### config.mk
export PLATFORM = sky130hd
export DESIGN_NAME = pwm_width_arm_motor_control
export DESIGN_NICKNAME = d
export VERILOG_FILES = /design/src/hw/rtl/pwamc_pkg.sv /design/src/hw/rtl/pwm_width_arm_motor_control.sv
export VERILOG_INCLUDE_DIRS = /design/src /design/src/hw/rtl
export SDC_FILE = /design/constraint.sdc
export NUM_CORES = 1
export LEC_CHECK = 0
export BUFFER_PORTS_ARGS = -buffer_cell sky130_fd_sc_hd__buf_2
export CAP_MARGIN = 20
export CORE_UTILIZATION = 55
export DETAILED_ROUTE_END_ITERATION = 7
export PLACE_DENSITY = 0.74
export SLEW_MARGIN = 20
export SYNTH_ARGS = -nofsm -noshare
export SYNTH_HDL_FRONTEND = slang
export SYNTH_SLANG_ARGS = --single-unit
### constraint.sdc
create_clock -name clk -period 6.5 [get_ports clk]
set_input_delay 1.3 -clock clk [delete_from_list [all_inputs] [get_ports clk]]
set_output_delay 1.3 -clock clk [all_outputs]
set_load 0.01 [all_outputs]
### src/hw/rtl/pwm_width_arm_motor_control_macros.svh
// ----------------------------------------------------------------------------
// Assertion macros for the arm motor controller
// Shared property wrappers, clocked on the rising edge, disabled in reset.
// ----------------------------------------------------------------------------
`ifndef PWM_WIDTH_ARM_MOTOR_CONTROL_MACROS_SVH
`define PWM_WIDTH_ARM_MOTOR_CONTROL_MACROS_SVH

// same-cycle implication
`define PWAMC_ASSERT_NOW(label, clk, rst_n, ante, cons, msg) \
	label: assert property (@(posedge clk) disable iff (!rst_n) (ante) |-> (cons)) \
		else $error(msg);

// next-cycle implication
`define PWAMC_ASSERT_NEXT(label, clk, rst_n, ante, cons, msg) \
	label: assert property (@(posedge clk) disable iff (!rst_n) (ante) |=> (cons)) \
		else $error(msg);

`endif

### src/hw/rtl/pwamc_pkg.sv
// ----------------------------------------------------------------------------
// pwamc_pkg
// Types and constants of the PWM-commanded arm motor controller.
// ----------------------------------------------------------------------------
`timescale 1ns / 1ps
`default_nettype none

package pwamc_pkg;

	localparam int TIMER_BITS = 16;
	localparam int REG_W      = 16;
	localparam int CFG_IDX_W  = 3;

	typedef enum logic [CFG_IDX_W-1:0] {
		CFG_HIGH_THR  = 3'd0,
		CFG_LOW_THR   = 3'd1,
		CFG_POS_MIN   = 3'd2,
		CFG_POS_MAX   = 3'd3,
		CFG_SPEED     = 3'd4
	} cfg_idx_t;

	typedef enum logic [1:0] {
		MOT_STOP = 2'd0,
		MOT_UP   = 2'd1,
		MOT_DOWN = 2'd2
	} motion_t;

	localparam logic [REG_W-1:0] HIGH_THR_RST = 16'd40000;
	localparam logic [REG_W-1:0] LOW_THR_RST  = 16'd20000;
	localparam logic [REG_W-1:0] POS_MIN_RST  = 16'd0;
	localparam logic [REG_W-1:0] POS_MAX_RST  = 16'd1000;
	localparam logic [REG_W-1:0] SPEED_RST    = 16'd32768;

endpackage

`default_nettype wire

### src/hw/rtl/pwm_width_arm_motor_control.sv
// ----------------------------------------------------------------------------
// pwm_width_arm_motor_control
// Measures the high time of a command PWM and drives an arm motor up, down
// or to a stop, tracking a bounded position counter.
//
// Usage:
//   Input channel (in_valid/in_ready): one item per poll, the sampled PWM
//   level and the free-running timer count. Output channel
//   (out_valid/out_ready): one result item per input item, in order.
//   Config channel (cfg_valid/cfg_ready): register index and 16-bit data,
//   always ready; write only while the block holds no item.
//   Flow: an item taken into the input register has its result registered
//   once the output register is free. Throughput: one item per cycle while
//   out_ready is high; the poll state (stamps, motion, position) updates in
//   one pass between the input register and the result register.
//   Reset: registers return to their defaults, stamps and position clear,
//   motion is stop, no item is held.
//   Stall: while out_ready is low the result is held; the input register
//   still takes one item, after which in_ready drops until the stall ends.
// ----------------------------------------------------------------------------
`timescale 1ns / 1ps
`default_nettype none

`include "pwm_width_arm_motor_control_macros.svh"

module pwm_width_arm_motor_control
	import pwamc_pkg::*;
(
	input  wire logic                  clk,
	input  wire logic                  arst_n,

	input  wire logic                  cfg_valid,
	output logic                       cfg_ready,
	input  wire logic [CFG_IDX_W-1:0]  cfg_index,
	input  wire logic [REG_W-1:0]      cfg_data,

	input  wire logic                  in_valid,
	output logic                       in_ready,
	input  wire logic                  pwm_level,
	input  wire logic [TIMER_BITS-1:0] timer_value,

	output logic                       out_valid,
	input  wire logic                  out_ready,
	output logic [REG_W-1:0]           drive_duty,
	output logic                       direction,
	output logic [1:0]                 motion_state,
	output logic [TIMER_BITS-1:0]      pulse_high_time,
	output logic [REG_W-1:0]           arm_position
);

	// config registers
	logic [REG_W-1:0] high_thr_q, low_thr_q, pos_min_q, pos_max_q, speed_q;

	// poll state
	logic [TIMER_BITS-1:0] rise_stamp_q, fall_stamp_q, high_dur_q;
	logic [TIMER_BITS-1:0] rise_copy_q, fall_copy_q;
	motion_t               motion_q;
	logic                  go_q;
	logic [REG_W-1:0]      position_q;
	logic                  direction_q;

	// input stage
	logic                  valid_s1;
	logic                  level_s1;
	logic [TIMER_BITS-1:0] timer_s1;

	// result stage
	logic                  valid_s2;
	logic [REG_W-1:0]      duty_s2;
	logic                  dir_s2;
	motion_t               motion_s2;
	logic [TIMER_BITS-1:0] high_s2;
	logic [REG_W-1:0]      pos_s2;

	logic adv;

	assign adv       = valid_s1 && (!valid_s2 || out_ready);
	assign in_ready  = !valid_s1 || adv;
	assign cfg_ready = 1'b1;

	// next-state logic of one poll
	logic [TIMER_BITS-1:0] rise_n, fall_n, high_n, rise_copy_n, fall_copy_n;
	logic                  go_a, go_n;
	motion_t               motion_a, motion_n;
	logic                  dir_n;
	logic [REG_W-1:0]      pos_n, duty_n;

	always_comb begin
		rise_n      = rise_stamp_q;
		fall_n      = fall_stamp_q;
		high_n      = high_dur_q;
		rise_copy_n = rise_copy_q;
		fall_copy_n = fall_copy_q;
		if (level_s1 && fall_stamp_q != fall_copy_q) begin
			fall_copy_n = fall_stamp_q;
			rise_n      = timer_s1;
		end else if (!level_s1 && rise_stamp_q != rise_copy_q) begin
			rise_copy_n = rise_stamp_q;
			fall_n      = timer_s1;
			if (rise_stamp_q < timer_s1) begin
				high_n = timer_s1 - rise_stamp_q;
			end
		end
		go_a = go_q || (high_n != '0);

		motion_a = motion_q;
		dir_n    = direction_q;
		if (go_a) begin
			if (motion_q != MOT_UP && high_n > high_thr_q && position_q > pos_min_q) begin
				motion_a = MOT_UP;
				dir_n    = 1'b1;
			end else if (motion_q != MOT_DOWN && high_n < low_thr_q
					&& position_q < pos_max_q) begin
				motion_a = MOT_DOWN;
				dir_n    = 1'b0;
			end else if (high_n < high_thr_q && high_n > low_thr_q) begin
				motion_a = MOT_STOP;
			end
		end

		motion_n = motion_a;
		go_n     = go_a;
		pos_n    = position_q;
		duty_n   = '0;
		if (motion_a != MOT_STOP) begin
			duty_n = speed_q;
			if (motion_a == MOT_DOWN && position_q < pos_max_q) begin
				pos_n = position_q + 1'b1;
			end else if (motion_a == MOT_UP && position_q > pos_min_q) begin
				pos_n = position_q - 1'b1;
			end else begin
				duty_n   = '0;
				motion_n = MOT_STOP;
				go_n     = 1'b0;
			end
		end
	end

	always_ff @(posedge clk or negedge arst_n) begin
		if (!arst_n) begin
			high_thr_q <= HIGH_THR_RST;
			low_thr_q  <= LOW_THR_RST;
			pos_min_q  <= POS_MIN_RST;
			pos_max_q  <= POS_MAX_RST;
			speed_q    <= SPEED_RST;
		end else if (cfg_valid && cfg_ready) begin
			case (cfg_idx_t'(cfg_index))
				CFG_HIGH_THR: high_thr_q <= cfg_data;
				CFG_LOW_THR:  low_thr_q  <= cfg_data;
				CFG_POS_MIN:  pos_min_q  <= cfg_data;
				CFG_POS_MAX:  pos_max_q  <= cfg_data;
				CFG_SPEED:    speed_q    <= cfg_data;
				default: begin
				end
			endcase
		end
	end

	always_ff @(posedge clk or negedge arst_n) begin
		if (!arst_n) begin
			rise_stamp_q <= '0;
			fall_stamp_q <= '0;
			high_dur_q   <= '0;
			rise_copy_q  <= TIMER_BITS'(1);
			fall_copy_q  <= TIMER_BITS'(1);
			motion_q     <= MOT_STOP;
			go_q         <= 1'b0;
			position_q   <= '0;
			direction_q  <= 1'b0;
		end else if (adv) begin
			rise_stamp_q <= rise_n;
			fall_stamp_q <= fall_n;
			high_dur_q   <= high_n;
			rise_copy_q  <= rise_copy_n;
			fall_copy_q  <= fall_copy_n;
			motion_q     <= motion_n;
			go_q         <= go_n;
			position_q   <= pos_n;
			direction_q  <= dir_n;
		end
	end

	always_ff @(posedge clk or negedge arst_n) begin
		if (!arst_n) begin
			valid_s1 <= 1'b0;
			valid_s2 <= 1'b0;
		end else begin
			if (in_ready) begin
				valid_s1 <= in_valid;
			end
			if (adv) begin
				valid_s2 <= 1'b1;
			end else if (out_ready) begin
				valid_s2 <= 1'b0;
			end
		end
	end

	always_ff @(posedge clk) begin
		if (in_valid && in_ready) begin
			level_s1 <= pwm_level;
			timer_s1 <= timer_value;
		end
		if (adv) begin
			duty_s2   <= duty_n;
			dir_s2    <= dir_n;
			motion_s2 <= motion_n;
			high_s2   <= high_n;
			pos_s2    <= pos_n;
		end
	end

	assign out_valid       = valid_s2;
	assign drive_duty      = duty_s2;
	assign direction       = dir_s2;
	assign motion_state    = motion_s2;
	assign pulse_high_time = high_s2;
	assign arm_position    = pos_s2;

	`PWAMC_ASSERT_NOW(a_duty_needs_motion, clk, arst_n,
		valid_s2 && duty_s2 != '0, motion_s2 != MOT_STOP, "duty driven while stopped")
	`PWAMC_ASSERT_NOW(a_up_dir, clk, arst_n,
		motion_q == MOT_UP, direction_q, "moving up with direction low")
	`PWAMC_ASSERT_NOW(a_down_dir, clk, arst_n,
		motion_q == MOT_DOWN, !direction_q, "moving down with direction high")
	`PWAMC_ASSERT_NEXT(a_pos_hold, clk, arst_n,
		!adv, $stable(position_q) && $stable(motion_q), "state moved without an item")
	`PWAMC_ASSERT_NEXT(a_pos_step, clk, arst_n,
		adv, position_q == $past(position_q) || position_q == $past(position_q) + 1'b1
		|| position_q == $past(position_q) - 1'b1, "position jumped")

endmodule

`default_nettype wire
==> key figures, run 1 <==
Timing
  • Post-layout min period: a little over 6000 ps
  • Final Cycle Share: 0.942
  • RSZ-0062 raised after global routing: false
  • Slew HR: 0.272
  • Achievable Freq: roughly 160 MHz
  • Fin. max-slew vios: 0
  • WHS: about 500 ps
  • Final setup vio count: 0
  • Min setup slack post-route: about 380 ps
  • Worst-margin pin slew: between 1000 and 1500 ps
  • Final clock skew: about 6.4 ps
  • Setup TNS: 0 ps
  • Final hold vios: 0

Place
  • Final GP Congestion: about 0.95
  • Placed Area: 13800 um2
  • PortBufs: 93
  • Placed cell count: ~1600
  • DP Wirelength: approximately 21000 um
  • Setup WS pre-CTS: between 200 and 300 ps

Die
  • DIE HEIGHT: roughly 160 um
  • Row count: between 50 and 60
  • Die Width: ~160 um
  • Die area: about 24000 um2
  • Core box area: roughly 23000 um2
  • Initial core utilization: 0.568
  • Top Ports: 95

Worst setup path
  • Crit path arrival time: approximately 6400 ps
  • WP data required: slightly below 7000 ps
  • Worst setup EP type: flip-flop
  • WS Path Type: reg -> reg
  • Critical Path Fanout Max: 9
  • R2R Setup Slk: around 380 ps
  • R2R Path Start: timer_s1[0]
  • Worst r2r path cells: 23
  • R2r endpoint: arm_position[9]
  • Startpoint types: flip-flop

Hold path
  • Hold/Removal Path Class: reg -> reg
  • Startpoint of the worst hold path: rise_copy_q[9]
  • Hold Path End: rise_copy_q[9]
  • Hold Crit Depth: 2

Synth
  • Cells after synthesis: approximately 1200
  • Mapped Nets: roughly 1400
  • Main synth FF type: dfrtp_1
  • Seq/Total Area, Yosys: 0.507
  • Synth Warn #: 0
  • Top cells by area, synth: dfrtp_1 31%, edfxtp_1 16%, ha_1 7.8%, mux2_2 6.3%, nand2_1 4.7%
  • Yosys top cell area share: 0.313
  • Syn avg cell area: ~11 um2
  • Distinct cells, synth: 85
  • Post-synth EDFFs: 68
  • Post-synthesis cell area: roughly 13000 um2
  • Fraction of registers with async set/reset: 0.728
  • Seq cells post-synth: 250
  • Yosys top cell by area: dfrtp_1

Routing
  • Initial DRC Count: 672
  • Routed vias: between 9000 and 10000
  • WL/cell: 18.1 um
  • DRC Markers: 0
  • 1st-pass router iterations: 5
  • Number of antenna-violating nets in the routed design: 0
  • Vias per cell: 5.72
  • Final wirelength: between 20000 and 30000 um

Cells and area
  • N_diodes: 0
  • Nets@finish: around 1400
  • Final instance area: approximately 15000 um2
  • Fin util: 0.647
  • Layout area overhead: 14.0%
  • Share of cells above drive strength 1: 0.209
  • Cell Count, Final, Fillers Out: approximately 1700

Clock network
  • Total clock sinks: 250
  • Clock root buffer master: clkbuf_16
  • Clock Path Buffers: 3
  • CTS H-tree depth: 1
  • CTS Buf Count: 27
  • Clock Latency Late Sink: approximately 530 ps
  • Worst-path clk slew: around 60 ps
  • CTS tree: yes

Global route
  • Number of global-route vias before repair: slightly above 9000
  • First-pass GRT wire length: just under 50000 um
  • Initial antenna violation count: 0
  • Largest net degree at the start of global routing: 90
  • Total track usage: 0.254
  • Global route overflow: 0

Pwr
  • Total power: between 6 and 7 mW
  • Peak VDD IR: about 290 uV
  • Leakage: between 6 and 7 nW
  • P per Cell Area: a little over 400 nW/um2

Run
  • Max cap viols: 0

Run status
  • Status: finished clean
-- final cells by class --
cell class / instances / area, um2
clock inverter: 16 / 238
tap: 313 / 392
timing repair buffer: 111 / 627
sequential: 250 / 6620
fill: 1811 / 8110
multi-input combinational: 838 / 5890
clock buffer: 33 / 761
inverter: 91 / 343
-- cell families (layout without fill, tap and decap cells) --
| family | count (synthesis) | after routing | share of synthesized area |
|---|---|---|---|
| multiplexers | 74 | 74 | 0.0638 |
| other | 1 | 1 | 0.000287 |
| buffers and inverters | 141 | 251 | 0.0440 |
| AO/OA/AOI/OAI | 254 | 254 | 0.127 |
| adder cells (fa/ha/maj) | 82 | 82 | 0.0792 |
| AND/OR/NAND/NOR | 354 | 354 | 0.130 |
| XOR/XNOR | 73 | 73 | 0.0490 |
| flip-flops | 250 | 250 | 0.507 |
-- routing by layer --
layer	vias up	wire, um	part of all wire	track usage
met2	285	13600	0.45	0.402
li1	4520	-	-	-
met4	0	900	0.030	0.0817
met5	-	0	0	0
met1	4580	13800	0.46	0.358
met3	61	1550	0.052	0.0389
-- worst max-delay path: stages (launching register included) --
cell and delay [ps]:
edfxtp_1 380, inv_1 100, ha_1 210, inv_1 70, fa_1 440, a211oi_4 330
nor3_2 90, o21ai_1 200, a2111oi_4 130, buf_4 190, o2111a_2 140, nor2_2 270
inv_2 130, ha_1 340, nand4_1 90, or2_2 310, o311ai_1 500, nand2_1 120
or4_4 520, o32ai_4 280, nor2_4 110, or4_4 570, o22a_1 230, xnor2_1 120
-- cell usage after synthesis (12+ instances only) --
cell and n:
nand3_1 12, nand2_1 164, xnor2_1 42, nand4_1 23
edfxtp_1 68, clkbuf_1 33, nor2b_1 23, nor3_1 16
o21ai_0 109, nor2_1 53, mux2_2 73, dfrtp_1 163
inv_1 89, ha_1 81, a21oi_1 42, dfstp_2 19
xor2_1 31
-- worst max-delay path by stage --
stage | from | end | cells after the start
after detailed placement | timer_s1[12] | arm_position[9] | 18
after global routing | timer_s1[0] | arm_position[9] | 25
final | timer_s1[0] | arm_position[9] | 23
after global placement | timer_s1[6] | arm_position[9] | 18
after CTS | timer_s1[12] | arm_position[9] | 18
after floorplan | rise_stamp_q[0] | arm_position[9] | 21
-- report_power, final --
group	switching [mW]	internal [mW]	total (mW)
combinational	1.26	0.863	2.12
sequential	0.259	2.08	2.34
clock	0.622	1.07	1.69
total	2.14	4.01	6.15
-- repair_timing --
item	in CTS	in global routing
gates resized for setup	0	6
setup buffers	0	1
endpoints found under the setup margin	0	21
hold buffers	0	0
-- cells in the final DEF (no fill, tap or decap), drive strengths merged, types with 17 or more instances in the layout --
cell type / n
a21oi: 43
buf: 111
clkbuf: 33
dfrtp: 163
dfstp: 19
edfxtp: 68
ha: 81
inv: 90
mux2: 73
nand2: 164
nand4: 23
nor2: 56
nor2b: 23
nor3: 17
o21ai: 114
xnor2: 42
xor2: 31
No activity file was read; power rests on OpenSTA's default activity.
==> run 2: changes to the inputs <==
- CORE_MARGIN: default -> 2
- CORE_UTILIZATION: 55 -> 40
- PLACE_DENSITY: 0.74 -> default
==> run 2 against run 1 <==
  * Cell area up 1.0%
  * Sequential power hardly changed
  * Critical path depth decreased by 3
  * Register-to-register slack improved by 40 ps
  * Largest power group unchanged
  * Non-clock buffer count is the same
  * Global-route usage shrank 6.9 points
  * Clock-buffer cell count increased by 1
  * Die area is 40% higher
  * Hold slack got worse by 4.0 ps
  * Combinational power is essentially flat
==> key figures, run 2 (synthesis results as in run 1) <==
Run status
  • Status: finished clean

Place
  • Final GP Congestion: around 0.87
  • PortBufs: 93
  • DP Wirelength: ~23000 um
  • Placed cell count: approximately 1700
  • Placed Area: between 10000 and 15000 um2
  • Setup WS pre-CTS: ~350 ps

Clock network
  • Clock Path Buffers: 3
  • Clock root buffer master: clkbuf_16
  • Total clock sinks: 250
  • CTS H-tree depth: 1
  • Post-CTS setup buffers: 0
  • CTS Buf Count: 28
  • Worst-path clk slew: 60 ps
  • # hold bufs at CTS: 0
  • Post-cts gate resize count: 0
  • CTS tree: yes
  • Clock Latency Late Sink: 550 ps

Global route
  • Global route overflow: 0
  • Met2 Use GR: 0.300
  • Number of global-route vias before repair: 9057
  • Initial antenna violation count: 0
  • Most used routing layer: met2
  • First-pass GRT wire length: around 50000 um
  • Largest net degree at the start of global routing: 72
  • Met1 usage: 0.260
  • Met3 usage: 0.0243
  • Total track usage: 0.185

Pwr
  • Peak VDD IR: 254 uV
  • Leakage: 6.53 nW
  • P per Cell Area: approximately 410 nW/um2
  • Comb power frac: 0.346
  • Clock Power Share: 0.273
  • Sw Pwr: ~2.2 mW
  • Internal Power: about 4 mW
  • Sw frac: 0.353
  • Sequential share of power: 0.380
  • Total power: 6.11 mW

Hold path
  • Hold Crit Depth: 1
  • Hold/Removal Path Class: reg -> reg
  • Startpoint of the worst hold path: speed_q[8]
  • Hold Path End: speed_q[8]

Die
  • Row count: 66
  • Initial core utilization: 0.404
  • Die Width: about 180 um
  • Top Ports: 95
  • Core box area: 32300 um2
  • DIE HEIGHT: about 180 um
  • Die area: 34100 um2

Worst setup path
  • R2R Setup Slk: about 410 ps
  • WS Path Type: reg -> reg
  • WP data required: 6780 ps
  • Critical Path Fanout Max: 17
  • Crit path arrival time: between 6000 and 7000 ps
  • Worst setup EP type: flip-flop
  • R2R Path Start: timer_s1[6]
  • Startpoint types: flip-flop
  • R2r endpoint: arm_position[9]
  • Worst r2r path cells: 20

Timing
  • Achievable Freq: approximately 160 MHz
  • Worst-margin pin slew: roughly 960 ps
  • Post-layout min period: 6090 ps
  • Final hold vios: 0
  • Final Cycle Share: 0.937
  • Setup TNS: 0 ps
  • Fin. max-slew vios: 0
  • Final clock skew: ~15 ps
  • Min setup slack post-route: 412 ps
  • Final setup vio count: 0
  • Slew HR: 0.360

Routing
  • Vias per cell: between 5 and 6
  • DRC Markers: 0
  • Initial DRC Count: about 600
  • 1st-pass router iterations: 5
  • Routed vias: approximately 9000
  • WL/cell: 17.3 um
  • Final wirelength: around 30000 um
  • Number of antenna-violating nets in the routed design: 0

Cells and area
  • Share of cells above drive strength 1: 0.213
  • Commonest non-fill, non-tap cell in the layout: nand2_1
  • Cell Count, Final, Fillers Out: about 1800
  • Most frequent cells in the layout: 164 x nand2_1, 163 x dfrtp_1, 108 x o21ai_0, 92 x buf_2, 88 x inv_1
  • Nets@finish: 1443
  • Final instance area: around 15000 um2
  • N_diodes: 0
  • Layout area overhead: 15.1%
  • Fill cells: 3025

Run
  • Max cap viols: 0
==> run 2: area by class of cell <==
class	instances	area, um2	area share
Clock buffer	34	774	0.0516
Clock inverter	18	215	0.0143
Inverter	91	343	0.0228
Multi-Input combinational cell	838	5910	0.393
Sequential cell	250	6620	0.441
Tap cell	442	553	0.0368
Timing Repair Buffer	111	611	0.0406
==> run 2: how the worst max path moves through the flow <==
stage / startpoint / to / slack (ps) / cells after the start
after detailed placement: rise_stamp_q[5] / arm_position[9] / 350 / 20
final: timer_s1[6] / arm_position[9] / 410 / 20
after global placement: timer_s1[7] / arm_position[9] / 490 / 20
after floorplan: rise_stamp_q[0] / arm_position[9] / 600 / 21
after global routing: rise_stamp_q[0] / arm_position[9] / -8 / 23
after CTS: timer_s1[7] / arm_position[9] / 350 / 19
==> run 2: metal layers <==
metal / wire, um / vias up / part of all wire
met5: 0 / - / 0
met3: 1200 / 52 / 0.039
met4: 862 / 0 / 0.028
met1: 14600 / 4451 / 0.47
li1: - / 4526 / -
met2: 14200 / 178 / 0.46
==> run 2: metrics by stage <==
| stage | hold slack [ps] | util |
|---|---|---|
| floorplan | 444 | - |
| global placement | 470 | 0.433 |
| detailed placement | 485 | 0.433 |
| CTS | 502 | 0.464 |
| global route | 509 | 0.465 |
| finish | 497 | 0.465 |
==> run 2: worst max-delay path: stages (launching register included) <==
cell       delay (ps)
edfxtp_1          410
ha_1              470
nand4_1           180
nor3_2            270
o21ai_1           130
a2111oi_4         520
buf_6             240
mux2_2            410
ha_1              300
nor2b_1           130
o211ai_1          210
a211o_1           170
nand4_1           120
nor2_1            240
nor2_1            120
or4_4             560
o32ai_4           280
nor2_4            110
or4_4             580
o22a_1            230
xnor2_1           120
==> run 2: power by group through the flow <==
stage               logic, mW  clock network, mW  registers (mW)
finish                   2.12               1.67            2.33
global placement         2.08                  0            2.34
global route             2.39               1.78            2.37
CTS                      2.13               1.71            2.33
detailed placement       2.12                  0            2.35
floorplan                1.46                  0            2.32
==> run 3: changes to the inputs <==
- clock period: 6.5 -> 6.8 ns (I/O delays scaled with it)
==> run 3 against run 2 <==
  * Sequential share of layout area is essentially flat
  * Largest power group unchanged
  * Clock power is essentially flat
  * Combinational power shrank 7%
  * Flip-flop and latch count is the same
  * Critical endpoint unchanged
  * Clock skew grew 22 ps
  * Critical path depth grew 3
  * Clock-buffer cell count grew 11
  * Final cell count shrank 0.28%
  * Sequential power shrank 5%
  * Via count grew 0.38%
==> key figures, run 3 (synthesis results as in run 1) <==
Run status
  • Status: finished clean

Routing
  • 1st-pass router iterations: 6
  • Vias per cell: just over 5
  • Initial DRC Count: approximately 650
  • Routed vias: roughly 9000
  • WL/cell: 17.1 um
  • Final wirelength: 30500 um
  • DRC Markers: 0
  • Number of antenna-violating nets in the routed design: 0

Clock network
  • Clock Path Buffers: 3
  • CTS tree: yes
  • CTS H-tree depth: 1
  • CTS Buf Count: 28
  • Worst-path clk slew: about 60 ps
  • Post-cts gate resize count: 0
  • Clock root buffer master: clkbuf_16
  • Clock Latency Late Sink: 560 ps
  • # hold bufs at CTS: 0
  • Post-CTS setup buffers: 0
  • Total clock sinks: 250

Pwr
  • Leakage: roughly 6.6 nW
  • P per Cell Area: 390 nW/um2
  • Total power: slightly below 6 mW
  • Peak VDD IR: around 210 uV

Timing
  • Post-layout min period: 6290 ps
  • Fin. max-slew vios: 0
  • RSZ-0062 raised after global routing: false
  • Setup TNS: 0 ps
  • Final setup vio count: 0
  • Final hold vios: 0
  • Slew HR: 0.373
  • Achievable Freq: between 150 and 200 MHz
  • Min setup slack post-route: approximately 500 ps
  • Worst-margin pin slew: 938 ps
  • WHS: 492 ps
  • Final Cycle Share: 0.925
  • Final clock skew: 36.9 ps

Worst setup path
  • Crit path arrival time: around 6600 ps
  • CP endpoint: arm_position[9]
  • Worst r2r path cells: 23
  • R2r endpoint: arm_position[9]
  • WS Path Type: reg -> reg
  • Worst setup EP type: flip-flop
  • Critical Path Fanout Max: 17
  • Critical path launch point: timer_s1[12]
  • R2R Setup Slk: between 500 and 600 ps
  • Startpoint types: flip-flop
  • R2R Path Start: timer_s1[12]
  • WP data required: 7080 ps

Die
  • Die Width: 185 um
  • Die area: between 30000 and 40000 um2
  • DIE HEIGHT: around 180 um
  • Initial core utilization: 0.404
  • Row count: between 60 and 70
  • Core box area: 32300 um2
  • Top Ports: 95

Place
  • Setup WS pre-CTS: 595 ps
  • Final GP Congestion: ~0.89
  • DP Wirelength: 22300 um
  • Placed cell count: ~1700
  • PortBufs: just over 90

Cells and area
  • Share of cells above drive strength 1: 0.206
  • Commonest non-fill, non-tap cell in the layout: nand2_1
  • N_diodes: 0
  • Nets@finish: around 1400
  • Cell Count, Final, Fillers Out: around 1800
  • Most frequent cells in the layout: 164 x nand2_1, 163 x dfrtp_1, 109 x o21ai_0, 92 x buf_2, 88 x inv_1
  • Layout area overhead: 15.2%

Global route
  • Global route overflow: 0
  • Largest net degree at the start of global routing: 78
  • Number of global-route vias before repair: 9155
  • Total track usage: 0.183
  • Initial antenna violation count: 0
  • First-pass GRT wire length: 49300 um

Run
  • Max cap viols: 0

Hold path
  • Hold Crit Depth: 1
  • Hold/Removal Path Class: reg -> reg
==> run 3: cell types whose count changed in the layout (fill, tap and decap cells not counted), moves of 2 or more <==
cell / before / now
inv_6: 2 / 0
ha_1: 77 / 81
clkinvlp_4: 4 / 1
bufinv_16: 4 / 2
clkbuf_8: 3 / 11
ha_2: 4 / 0
clkinv_2: 7 / 3
buf_4: 17 / 12
clkbuf_16: 29 / 32
==> run 3: how the worst min path moves through the flow <==
stage	slack, ps	from	end
after global routing	510	speed_q[4]	speed_q[4]
after global placement	470	valid_s1	out_valid
after CTS	500	high_dur_q[11]	high_dur_q[11]
final	490	valid_s1	out_valid
after detailed placement	480	high_dur_q[11]	high_dur_q[11]
after floorplan	440	high_dur_q[11]	high_dur_q[11]
==> run 3: report_power, final <==
group / internal [mW] / switching [mW]
logic: 0.801 / 1.18
registers: 1.99 / 0.234
clock network: 1.04 / 0.621
total: 3.83 / 2.04
==> run 3: critical path, cell delays in order, from the launching register on <==
cell and delay (ps):
edfxtp_1 410, ha_1 480, nand4_1 180, nor3_1 250, o21ai_1 150, a2111oi_4 510
buf_4 300, nor2b_1 90, nor2_2 260, inv_2 100, ha_1 330, nand4_1 120
nor3_1 320, o21a_1 190, a21oi_1 80, o311ai_0 110, buf_4 190, nand2_1 50
or4_4 520, o32ai_4 340, nor2_4 110, or4_4 580, o22a_1 220, xnor2_1 120
==> run 3: final cells by class <==
type                            instances  area [um2]
Multi-Input combinational cell        838        5870
Inverter                               91         343
Tap cell                              442         553
Sequential cell                       250        6620
Clock inverter                          7         103
Clock buffer                           45         960
Fill cell                            2942       17300
Timing Repair Buffer                  106         589
==> run 3: stage by stage <==
stage | instance area [um2] | utilization
floorplan | 13000 | -
global placement | 13900 | 0.432
detailed placement | 13900 | 0.432
CTS | 15000 | 0.465
global route | 15000 | 0.466
finish | 15000 | 0.466
==> run 3: metal layers <==
layer | track usage | up-vias | part of all wire
met3 | 0.0239 | 49 | 0.041
met1 | 0.258 | 4468 | 0.48
met4 | 0.0451 | 0 | 0.022
met2 | 0.301 | 224 | 0.46
met5 | 0 | - | 0
li1 | - | 4501 | -
